<file path="config.mk">
export PLATFORM = sky130hd
export DESIGN_NAME = rpn_stack_alu
export DESIGN_NICKNAME = d
export VERILOG_FILES = /design/src/rtl/rsa_pkg.sv /design/src/rtl/rsa_stack.sv /design/src/rtl/rsa_alu.sv /design/src/rtl/rpn_stack_alu.sv
export SDC_FILE = /design/constraint.sdc
export NUM_CORES = 1
export LEC_CHECK = 0
export BUFFER_PORTS_ARGS = -buffer_cell sky130_fd_sc_hd__buf_4
export CAP_MARGIN = 20
export CORE_UTILIZATION = 45
export CTS_CLUSTER_DIAMETER = 120
export DETAILED_ROUTE_END_ITERATION = 7
export HOLD_SLACK_MARGIN = 0.05
export PLACE_DENSITY = 0.65
export SYNTH_ARGS = -nofsm -noshare
export SYNTH_HDL_FRONTEND = slang
export SYNTH_SLANG_ARGS = --single-unit
</file>
<file path="constraint.sdc">
create_clock -name aclk -period 11.2 [get_ports aclk]
set_input_delay 1.12 -clock aclk [delete_from_list [all_inputs] [get_ports aclk]]
set_output_delay 1.12 -clock aclk [all_outputs]
set_load 0.02 [all_outputs]
</file>
<file path="src/rtl/rsa_pkg.sv">
// Shared types and constants for the RPN stack calculator.
// Used by rsa_stack, rsa_alu and rpn_stack_alu; depends on nothing.
`default_nettype none

package rsa_pkg;

    localparam int DATA_W      = 32;
    localparam int MODE_W      = 3;
    localparam int STATUS_W    = 2;
    localparam int STACK_DEPTH = 4;

    localparam logic [MODE_W-1:0] MODE_PUSH = 3'd0;
    localparam logic [MODE_W-1:0] MODE_ADD  = 3'd1;
    localparam logic [MODE_W-1:0] MODE_SUB  = 3'd2;
    localparam logic [MODE_W-1:0] MODE_MUL  = 3'd3;
    localparam logic [MODE_W-1:0] MODE_DIV  = 3'd4;

    localparam logic [STATUS_W-1:0] STATUS_OK      = 2'd0;
    localparam logic [STATUS_W-1:0] STATUS_FULL    = 2'd1;
    localparam logic [STATUS_W-1:0] STATUS_FEW     = 2'd2;
    localparam logic [STATUS_W-1:0] STATUS_INVALID = 2'd3;

    typedef struct packed {
        logic              push;
        logic              drop;
        logic [DATA_W-1:0] value;
    } stack_ctrl_t;

    typedef struct packed {
        logic              start;
        logic [MODE_W-1:0] op;
    } alu_req_t;

endpackage

`default_nettype wire

</file>
<file path="src/rtl/rsa_stack.sv">
// Operand stack: X at entry 0, deepest entry last; push shifts up, drop shifts down.
// Depends on rsa_pkg.
`default_nettype none

module rsa_stack #(
    parameter int DEPTH = rsa_pkg::STACK_DEPTH
) (
    input  wire logic                       aclk,
    input  wire logic                       aresetn,
    input  wire rsa_pkg::stack_ctrl_t       ctrl,
    output logic [rsa_pkg::DATA_W-1:0]      top,
    output logic [rsa_pkg::DATA_W-1:0]      second,
    output logic [rsa_pkg::DATA_W-1:0]      deepest
);

    logic [rsa_pkg::DATA_W-1:0] entry_reg  [DEPTH];
    logic [rsa_pkg::DATA_W-1:0] entry_next [DEPTH];

    always_comb begin
        for (int i = 0; i < DEPTH; i++) begin
            entry_next[i] = entry_reg[i];
        end
        if (ctrl.push) begin
            for (int i = 1; i < DEPTH; i++) begin
                entry_next[i] = entry_reg[i-1];
            end
            entry_next[0] = ctrl.value;
        end else if (ctrl.drop) begin
            // keep the deepest entry
            for (int i = 1; i < DEPTH - 1; i++) begin
                entry_next[i] = entry_reg[i+1];
            end
            entry_next[0] = ctrl.value;
        end
    end

    always_ff @(posedge aclk) begin
        if (!aresetn) begin
            for (int i = 0; i < DEPTH; i++) begin
                entry_reg[i] <= '0;
            end
        end else begin
            for (int i = 0; i < DEPTH; i++) begin
                entry_reg[i] <= entry_next[i];
            end
        end
    end

    assign top     = entry_reg[0];
    assign second  = entry_reg[1];
    assign deepest = entry_reg[DEPTH-1];

endmodule

`default_nettype wire

</file>
<file path="src/rtl/rsa_alu.sv">
// Iterative ALU around one shared 33-bit adder: add, subtract, shift-add multiply,
// restoring divide with sign fix-up. Depends on rsa_pkg.
`default_nettype none

module rsa_alu (
    input  wire logic                       aclk,
    input  wire logic                       aresetn,
    input  wire rsa_pkg::alu_req_t          req,
    input  wire logic [rsa_pkg::DATA_W-1:0] y_in,
    input  wire logic [rsa_pkg::DATA_W-1:0] x_in,
    output logic                            done,
    output logic [rsa_pkg::DATA_W-1:0]      result
);

    localparam int W     = rsa_pkg::DATA_W;
    localparam int CNT_W = $clog2(W);
    localparam logic [CNT_W-1:0] CNT_LAST = CNT_W'(W - 1);

    typedef enum logic [6:0] {
        P_IDLE = 7'b0000001,
        P_ONE  = 7'b0000010,
        P_ABSB = 7'b0000100,
        P_ABSA = 7'b0001000,
        P_LOOP = 7'b0010000,
        P_NEGQ = 7'b0100000,
        P_DONE = 7'b1000000
    } phase_t;

    phase_t                     phase_reg, phase_next;
    logic [rsa_pkg::MODE_W-1:0] op_reg, op_next;
    logic [W-1:0]               a_reg, a_next;
    logic [W-1:0]               b_reg, b_next;
    logic [W-1:0]               acc_reg, acc_next;
    logic [CNT_W-1:0]           cnt_reg, cnt_next;
    logic                       neg_reg, neg_next;

    logic [W:0] add_a, add_b, sum;
    logic       add_sub;
    logic       is_div;

    assign is_div = (op_reg == rsa_pkg::MODE_DIV);

    always_comb begin
        add_a   = '0;
        add_b   = '0;
        add_sub = 1'b0;
        case (phase_reg)
            P_ONE: begin
                add_a   = {1'b0, b_reg};
                add_b   = {1'b0, a_reg};
                add_sub = (op_reg == rsa_pkg::MODE_SUB);
            end
            P_LOOP: begin
                add_b = {1'b0, a_reg};
                if (is_div) begin
                    add_a   = {acc_reg, b_reg[W-1]};
                    add_sub = 1'b1;
                end else begin
                    add_a = {1'b0, acc_reg};
                end
            end
            P_ABSB, P_NEGQ: begin
                add_b   = {1'b0, b_reg};
                add_sub = 1'b1;
            end
            P_ABSA: begin
                add_b   = {1'b0, a_reg};
                add_sub = 1'b1;
            end
            default: begin
                add_sub = 1'b0;
            end
        endcase
        sum = add_a + (add_b ^ {(W+1){add_sub}}) + {{W{1'b0}}, add_sub};
    end

    always_comb begin
        phase_next = phase_reg;
        op_next    = op_reg;
        a_next     = a_reg;
        b_next     = b_reg;
        acc_next   = acc_reg;
        cnt_next   = cnt_reg;
        neg_next   = neg_reg;
        case (phase_reg)
            P_IDLE: begin
                if (req.start) begin
                    op_next  = req.op;
                    acc_next = '0;
                    cnt_next = '0;
                    a_next   = x_in;
                    b_next   = y_in;
                    neg_next = x_in[W-1] ^ y_in[W-1];
                    if (req.op == rsa_pkg::MODE_MUL) begin
                        a_next     = y_in;
                        b_next     = x_in;
                        phase_next = P_LOOP;
                    end else if (req.op == rsa_pkg::MODE_DIV) begin
                        phase_next = P_ABSB;
                    end else begin
                        phase_next = P_ONE;
                    end
                end
            end
            P_ONE: begin
                acc_next   = sum[W-1:0];
                phase_next = P_DONE;
            end
            P_ABSB: begin
                if (b_reg[W-1]) begin
                    b_next = sum[W-1:0];
                end
                phase_next = P_ABSA;
            end
            P_ABSA: begin
                if (a_reg[W-1]) begin
                    a_next = sum[W-1:0];
                end
                phase_next = P_LOOP;
            end
            P_LOOP: begin
                if (is_div) begin
                    acc_next = sum[W] ? add_a[W-1:0] : sum[W-1:0];
                    b_next   = {b_reg[W-2:0], ~sum[W]};
                end else begin
                    if (b_reg[0]) begin
                        acc_next = sum[W-1:0];
                    end
                    a_next = {a_reg[W-2:0], 1'b0};
                    b_next = {1'b0, b_reg[W-1:1]};
                end
                cnt_next = cnt_reg + 1'b1;
                if (cnt_reg == CNT_LAST) begin
                    phase_next = is_div ? P_NEGQ : P_DONE;
                end
            end
            P_NEGQ: begin
                if (neg_reg) begin
                    b_next = sum[W-1:0];
                end
                phase_next = P_DONE;
            end
            P_DONE: begin
                phase_next = P_IDLE;
            end
            default: begin
                phase_next = P_IDLE;
            end
        endcase
    end

    always_ff @(posedge aclk) begin
        if (!aresetn) begin
            phase_reg <= P_IDLE;
        end else begin
            phase_reg <= phase_next;
        end
        op_reg  <= op_next;
        a_reg   <= a_next;
        b_reg   <= b_next;
        acc_reg <= acc_next;
        cnt_reg <= cnt_next;
        neg_reg <= neg_next;
    end

    assign done   = (phase_reg == P_DONE);
    assign result = is_div ? b_reg : acc_reg;

endmodule

`default_nettype wire

</file>
<file path="src/rtl/rpn_stack_alu.sv">
// RPN stack calculator top level: sequencer, operand stack and iterative ALU.
// Depends on rsa_pkg, rsa_stack and rsa_alu.
//
// Usage:
//   Input beats carry s_mode (push, add, subtract, multiply, divide) and
//   s_operand; each beat yields exactly one result beat carrying m_status,
//   m_top_value (X) and m_second_value (Y) after the step.
//   Arithmetic computes Y op X, drops the stack and places the result in X.
//   ALU work per step:
//     push, refused or invalid step   none
//     add, subtract                   one adder pass
//     multiply                        32 shift-add steps
//     divide                          two sign steps, 32 quotient steps, one sign fix-up
//   One beat is processed at a time; s_ready rises at the edge that loads the
//   result, and every arithmetic step runs on the single shared adder in the ALU.
//   The result register decouples the sides: a new beat is taken while the
//   previous result waits, and the block holds its finished result until
//   m_ready frees the output register.
//   Reset clears the stack to zero and empties the output register.
`default_nettype none

module rpn_stack_alu #(
    parameter int STACK_DEPTH = rsa_pkg::STACK_DEPTH
) (
    input  wire logic                                aclk,
    input  wire logic                                aresetn,
    input  wire logic                                s_valid,
    output logic                                     s_ready,
    input  wire logic [rsa_pkg::MODE_W-1:0]          s_mode,
    input  wire logic signed [rsa_pkg::DATA_W-1:0]   s_operand,
    output logic                                     m_valid,
    input  wire logic                                m_ready,
    output logic [rsa_pkg::STATUS_W-1:0]             m_status,
    output logic signed [rsa_pkg::DATA_W-1:0]        m_top_value,
    output logic signed [rsa_pkg::DATA_W-1:0]        m_second_value
);

    localparam int W = rsa_pkg::DATA_W;

    typedef enum logic [3:0] {
        ST_IDLE   = 4'b0001,
        ST_DECIDE = 4'b0010,
        ST_RUN    = 4'b0100,
        ST_FINISH = 4'b1000
    } state_t;

    state_t                       state_reg, state_next;
    logic [rsa_pkg::MODE_W-1:0]   mode_reg, mode_next;
    logic [W-1:0]                 operand_reg, operand_next;
    logic [rsa_pkg::STATUS_W-1:0] status_reg, status_next;

    logic                         m_valid_reg, m_valid_next;
    logic [rsa_pkg::STATUS_W-1:0] m_status_reg, m_status_next;
    logic [W-1:0]                 m_top_reg, m_top_next;
    logic [W-1:0]                 m_second_reg, m_second_next;

    rsa_pkg::stack_ctrl_t stack_ctrl;
    rsa_pkg::alu_req_t    alu_req;
    logic [W-1:0]         stack_top, stack_second, stack_deepest;
    logic                 alu_done;
    logic [W-1:0]         alu_result;
    logic                 s_beat, out_free;

    rsa_stack #(
        .DEPTH (STACK_DEPTH)
    ) u_stack (
        .aclk    (aclk),
        .aresetn (aresetn),
        .ctrl    (stack_ctrl),
        .top     (stack_top),
        .second  (stack_second),
        .deepest (stack_deepest)
    );

    rsa_alu u_alu (
        .aclk    (aclk),
        .aresetn (aresetn),
        .req     (alu_req),
        .y_in    (stack_second),
        .x_in    (stack_top),
        .done    (alu_done),
        .result  (alu_result)
    );

    assign s_ready  = (state_reg == ST_IDLE);
    assign s_beat   = s_valid && s_ready;
    assign out_free = !m_valid_reg || m_ready;

    always_comb begin
        state_next    = state_reg;
        mode_next     = mode_reg;
        operand_next  = operand_reg;
        status_next   = status_reg;
        m_valid_next  = m_valid_reg && !m_ready;
        m_status_next = m_status_reg;
        m_top_next    = m_top_reg;
        m_second_next = m_second_reg;
        stack_ctrl    = '{push: 1'b0, drop: 1'b0, value: operand_reg};
        alu_req       = '{start: 1'b0, op: mode_reg};
        case (state_reg)
            ST_IDLE: begin
                if (s_beat) begin
                    mode_next    = s_mode;
                    operand_next = $unsigned(s_operand);
                    state_next   = ST_DECIDE;
                end
            end
            ST_DECIDE: begin
                state_next  = ST_FINISH;
                status_next = rsa_pkg::STATUS_OK;
                if (mode_reg == rsa_pkg::MODE_PUSH) begin
                    if (stack_deepest != '0) begin
                        status_next = rsa_pkg::STATUS_FULL;
                    end else begin
                        stack_ctrl.push = 1'b1;
                    end
                end else if (stack_top == '0 || stack_second == '0) begin
                    status_next = rsa_pkg::STATUS_FEW;
                end else if (mode_reg == rsa_pkg::MODE_ADD || mode_reg == rsa_pkg::MODE_SUB
                             || mode_reg == rsa_pkg::MODE_MUL
                             || mode_reg == rsa_pkg::MODE_DIV) begin
                    alu_req.start = 1'b1;
                    state_next    = ST_RUN;
                end else begin
                    status_next = rsa_pkg::STATUS_INVALID;
                end
            end
            ST_RUN: begin
                if (alu_done) begin
                    stack_ctrl.drop  = 1'b1;
                    stack_ctrl.value = alu_result;
                    state_next       = ST_FINISH;
                end
            end
            ST_FINISH: begin
                if (out_free) begin
                    m_valid_next  = 1'b1;
                    m_status_next = status_reg;
                    m_top_next    = stack_top;
                    m_second_next = stack_second;
                    state_next    = ST_IDLE;
                end
            end
            default: begin
                state_next = ST_IDLE;
            end
        endcase
    end

    always_ff @(posedge aclk) begin
        if (!aresetn) begin
            state_reg   <= ST_IDLE;
            m_valid_reg <= 1'b0;
        end else begin
            state_reg   <= state_next;
            m_valid_reg <= m_valid_next;
        end
        mode_reg     <= mode_next;
        operand_reg  <= operand_next;
        status_reg   <= status_next;
        m_status_reg <= m_status_next;
        m_top_reg    <= m_top_next;
        m_second_reg <= m_second_next;
    end

    assign m_valid        = m_valid_reg;
    assign m_status       = m_status_reg;
    assign m_top_value    = $signed(m_top_reg);
    assign m_second_value = $signed(m_second_reg);

`ifndef NO_ASSERTIONS
    a_done_in_run: assert property (@(posedge aclk) disable iff (!aresetn)
        alu_done |-> (state_reg == ST_RUN))
        else $error("ALU finished outside the run state");

    a_push_drop_excl: assert property (@(posedge aclk) disable iff (!aresetn)
        !(stack_ctrl.push && stack_ctrl.drop))
        else $error("stack pushed and dropped in one cycle");

    a_push_lands: assert property (@(posedge aclk) disable iff (!aresetn)
        stack_ctrl.push |=> (stack_top == $past(operand_reg)))
        else $error("pushed operand missing from X");

    a_refused_keeps: assert property (@(posedge aclk) disable iff (!aresetn)
        (state_reg == ST_DECIDE && state_next == ST_FINISH && !stack_ctrl.push)
        |=> $stable(stack_top) && $stable(stack_second))
        else $error("refused step altered the stack");
`endif

endmodule

`default_nettype wire
</file>
==> results.md <==
- The run finished with clean final reports.
- Counting every net in the synthesized netlist gives 2022.
- The total congestion overflow after global routing is 0.
- The last weighted congestion value of the routability-driven placer is 0.9057.
- Based on the critical path, the design can be clocked at up to 159.4 MHz.
- The register with the most flip-flops in the layout has ~130 of them.
- Each instance of the synthesized netlist takes up on average about 9.2 µm².
- Of the synthesized area, sequential elements account for 50.53%.
- The H-tree depth reported by CTS is 2.
- Entering global routing, the biggest net connects 74 pins.
- The category of the worst setup path launch point is a register.
- The maximum VDD drop is 0.1325 mV.
- The count of nets left with antenna violations once routing finished came out at 0.
- The worst hold-check path type is register to register.
- The number of enable flip-flop cells after synthesis is about 210.
- In the routed design, unresolved DRC markers number 0.
- The number of hold-repair buffers added at the cts stage is 0.
- The final max-slew violation count is 0.
- Once routing completed, OpenROAD measured the worst setup slack at a little under 5000 ps.
- The final design area excluding fillers is 20390 µm².
- In the final routed layout, each cell accounts on average for 22.42 µm.
- In this run the deepest clock path goes through 3 buffers.
- The total of flip-flops plus latches after synthesis is 348.
- The share of synthesized cell area in and, or, nand and nor gates is 16.23%.
- Across the routed clock network, the largest skew measured is 21.44 ps.
- In the post-synthesis netlist, the biggest area contributors are edfxtp_1 35%, dfxtp_1 16%, nand2_1 8.4%, a21oi_1 7.0%, a221o_1 2.7%.
- The beginning of the critical path is u_alu.phase_reg[0].
- Cells fill ~52% of the core in the end.
- The multiplexer share of the synthesized area is 0.7895%.
- Global routing used 27.36% of the available tracks across all layers.
- The Yosys step of the flow raised 0 warnings.
- TritonCTS created 38 clock buffers.
- The fraction of synthesis flops using an asynchronous set or reset pin is 0%.
- STA classifies the critical path endpoint as a register.
- The top cell type by total area after synthesis is edfxtp_1.
- The clock transition at the registers of the reported paths is 60 ps.
- Data arrives at the worst endpoint at between 6000 and 7000 ps.
- The critical path is of the register to register type.
- The total vias in the final route is 15790.
- The critical-path maximum fanout is 50.
- The sequential cell area in the final layout is 9049 µm².
- By area, the combinational part of the netlist is dominated by compound AO/OA/AOI/OAI gates.
- The tree is rooted in a clkbuf_16.
- The final count of hold timing violations is 0.
- 0 antenna diodes ended up in the layout.
- The share of synthesized cell area in full adder, half adder and majority cells is 2.473%.
- Setup repair after global routing left no endpoint under its margin.
- The first-pass GRT wire length is 87510 µm.
- The via count of the first global-routing pass was about 15000.
- The post-synthesis instance total is 1949.
- The origin of the worst min-delay path is status_reg[0].
- The final layout contains routed wiring with a total length of between 50000 and 60000 µm.
- The slew at the pin with the worst max-slew slack is 1130 ps.
- The placeable core region is 38920 µm².
- The share of cells above drive strength 1 is 10.99%.
- The first detailed-routing pass ran for 6 iterations.
- In the final design database the tool counted 2055 nets.
- The reg-to-reg critical path startpoint is u_alu.phase_reg[0].
- The final count of negative-setup-slack endpoints is 0.
- The share of the synthesized area in compound gates (AO/OA/AOI/OAI) is a little under a quarter.
- Clock tree synthesis found a total of 348 sinks.
- Subtracting the final worst setup slack from the clock period gives 6273 ps.
- The floorplan has between 70 and 80 rows.
- The I/O pin count is between 100 and 150.
- The final non-filler cell total is between 2000 and 3000.
- The synthesis-to-layout area growth is 13.88%.
- The worst slack at placement is 5040 ps.
- After Yosys synthesis, XOR and XNOR cells account for 2.934% of the synthesized area.
- The last element of the critical path is u_alu.acc_reg[20].
- In this run the cell area measured after placement is about 19000 µm².
- The main flop type after synthesis is edfxtp_1.
- The post-CTS resize count is 0.
- Counting tap cells, the placed design contains a total of 2459 instances.
- TritonCTS built the clock tree.
- The detailed placer's ending HPWL is 38120 µm.
- The post-synthesis cell type count is 73.
- The die outline height is 201.5 µm.
- The post-detailed-route via-to-cell ratio is 6.242.
- The die span in x is approximately 200 µm.
- The number of violations reported at the end of detailed-routing iteration 0 is 1751.
- The destination of the worst register-to-register timing path is u_alu.acc_reg[20].
- The period utilization is between 50 and 60%.
- Summed over its instances, the top area cell type makes up 34.88% of the synthesized netlist area.
- The count of buffers inserted at the top-level ports is 106.
- After synthesis the cells add up to 17910 µm².
- The total die area is 40600 µm².
- The initial antenna violation count was 0.
- In this run the tightest slew margin relative to its limit is around a quarter.
- At the worst endpoint, the required time is 11600 ps.
- Once the floorplan was initialized, standard cells occupied 46.02% of the core.
- Across all register-to-register paths, the minimum setup slack is 4930 ps.
- The clock reaches the later pin of the worst-skew pair after approximately 540 ps.
- The static leakage is 7.947 nW.
- Power spread over the standard cell area amounts to around 130 nW/µm².
- The cell count of the worst reg-to-reg path is 17.
- Max-cap violations in this run came to 0.
- Fill cells in the final layout number approximately 3600.
- The footprint of the multi-input gates is 8267 µm².
- The final-layout setup total negative slack is 0 ps.
- The number of post-CTS setup repair buffers is 0.
## area by class of cell
class / count / area share (%)
clock buffer: 56 / 5.503
clock inverter: 13 / 0.4724
inverter: 43 / 0.7914
multi-input combinational: 1419 / 40.53
sequential: 348 / 44.37
tap: 518 / 3.178
timing repair buffer: 132 / 5.153
## through the flow
step,power (mW),hold slack (ps)
after floorplan,1.413,400.3
after global placement,1.436,403.5
final,2.655,421.9
after global routing,2.717,426.6
after CTS,2.664,421.4
after detailed placement,1.437,408.0
## Yosys cell counts (4+ instances only)
cell type	instances
nand3_1	46
a31oi_1	45
and2_1	9
inv_1	43
and3_1	13
nor3_1	22
edfxtp_1	208
a21o_1	56
a21oi_1	250
nand2_1	399
or2_2	4
o21a_1	7
o21bai_1	4
nand2b_1	10
nand4_1	9
buf_1	15
nor4_1	29
a211o_1	5
a22oi_1	64
dfxtp_1	140
a211oi_1	6
a22o_1	28
o21ai_0	89
xnor2_1	15
nor2b_1	13
a221o_1	49
xor2_1	45
nor2_1	93
mux2i_1	13
clkbuf_1	114
nand3b_1	4
buf_2	9
ha_1	33
## report_power, final
| group | internal, mW | switching, mW | leakage, nW |
|---|---|---|---|
| clock | 0.720 | 0.525 | 0.599 |
| sequential | 1.36 | 0.00576 | 3.10 |
| combinational | 0.0155 | 0.0315 | 4.25 |
| total | 2.09 | 0.562 | 7.95 |
## worst min path at each step
stage             endpoint  slack (ps)  depth (start not counted)
2_1_floorplan  m_status[0]         400                          0
3_3_place_gp   m_status[1]         400                          0
3_5_place_dp   m_status[1]         410                          0
4_1_cts        m_status[1]         420                          0
5_1_grt        m_status[0]         430                          0
6_report       m_status[0]         420                          0
## cells by family (layout without fill, tap and decap cells)
family	count (synthesis)	after routing
adder cells (fa/ha/maj)	35	35
XOR/XNOR	60	60
multiplexers	14	14
AO/OA/AOI/OAI	642	642
buffers and inverters	182	244
AND/OR/NAND/NOR	668	668
flip-flops	348	348
## worst max-delay path, stage by stage (launching register included)
cell,delay [ps]
dfxtp_1,350
nor4_1,710
and3_2,320
buf_4,520
a221oi_4,110
buf_4,360
xor2_1,260
fa_1,430
a21o_1,240
a221oi_2,280
nor4_1,120
o311ai_1,320
a21oi_1,180
o31ai_1,300
mux2i_1,210
buf_4,220
and2_1,900
a22o_1,250
## cell usage in the layout, fill, tap and decap left out, types with 5 or more instances in the layout
| cell | synthesis | final |
|---|---|---|
| nor2b_1 | 13 | 11 |
| nand3_1 | 46 | 45 |
| a22o_1 | 28 | 28 |
| nand4_1 | 9 | 9 |
| a21oi_1 | 250 | 249 |
| a21o_1 | 56 | 56 |
| a22oi_1 | 64 | 64 |
| a31oi_1 | 45 | 44 |
| clkbuf_1 | 114 | 11 |
| clkbuf_16 | 0 | 41 |
| xnor2_1 | 15 | 15 |
| a211oi_1 | 6 | 6 |
| inv_1 | 43 | 42 |
| ha_1 | 33 | 33 |
| xor2_1 | 45 | 45 |
| clkinv_2 | 0 | 6 |
| a221o_1 | 49 | 49 |
| buf_4 | 0 | 129 |
| a211o_1 | 5 | 5 |
| nor4_1 | 29 | 28 |
| dfxtp_1 | 140 | 140 |
| and2_1 | 9 | 8 |
| o21a_1 | 7 | 7 |
| nand2_1 | 399 | 398 |
| mux2i_1 | 13 | 13 |
| and3_1 | 13 | 12 |
| o21ai_0 | 89 | 89 |
| edfxtp_1 | 208 | 208 |
| nor2_1 | 93 | 90 |
| nand2b_1 | 10 | 9 |
| nor3_1 | 22 | 22 |
## routing by layer
layer	wire length (µm)	up-vias	track usage, %	part of all wire [%]
li1	-	7202	-	-
met1	24020	7745	37.27	42
met2	26580	717	44.19	47
met3	4082	121	3.741	7.2
met4	2004	0	10.42	3.5
met5	0	-	0	0
Power figures use the tool's default switching activity.
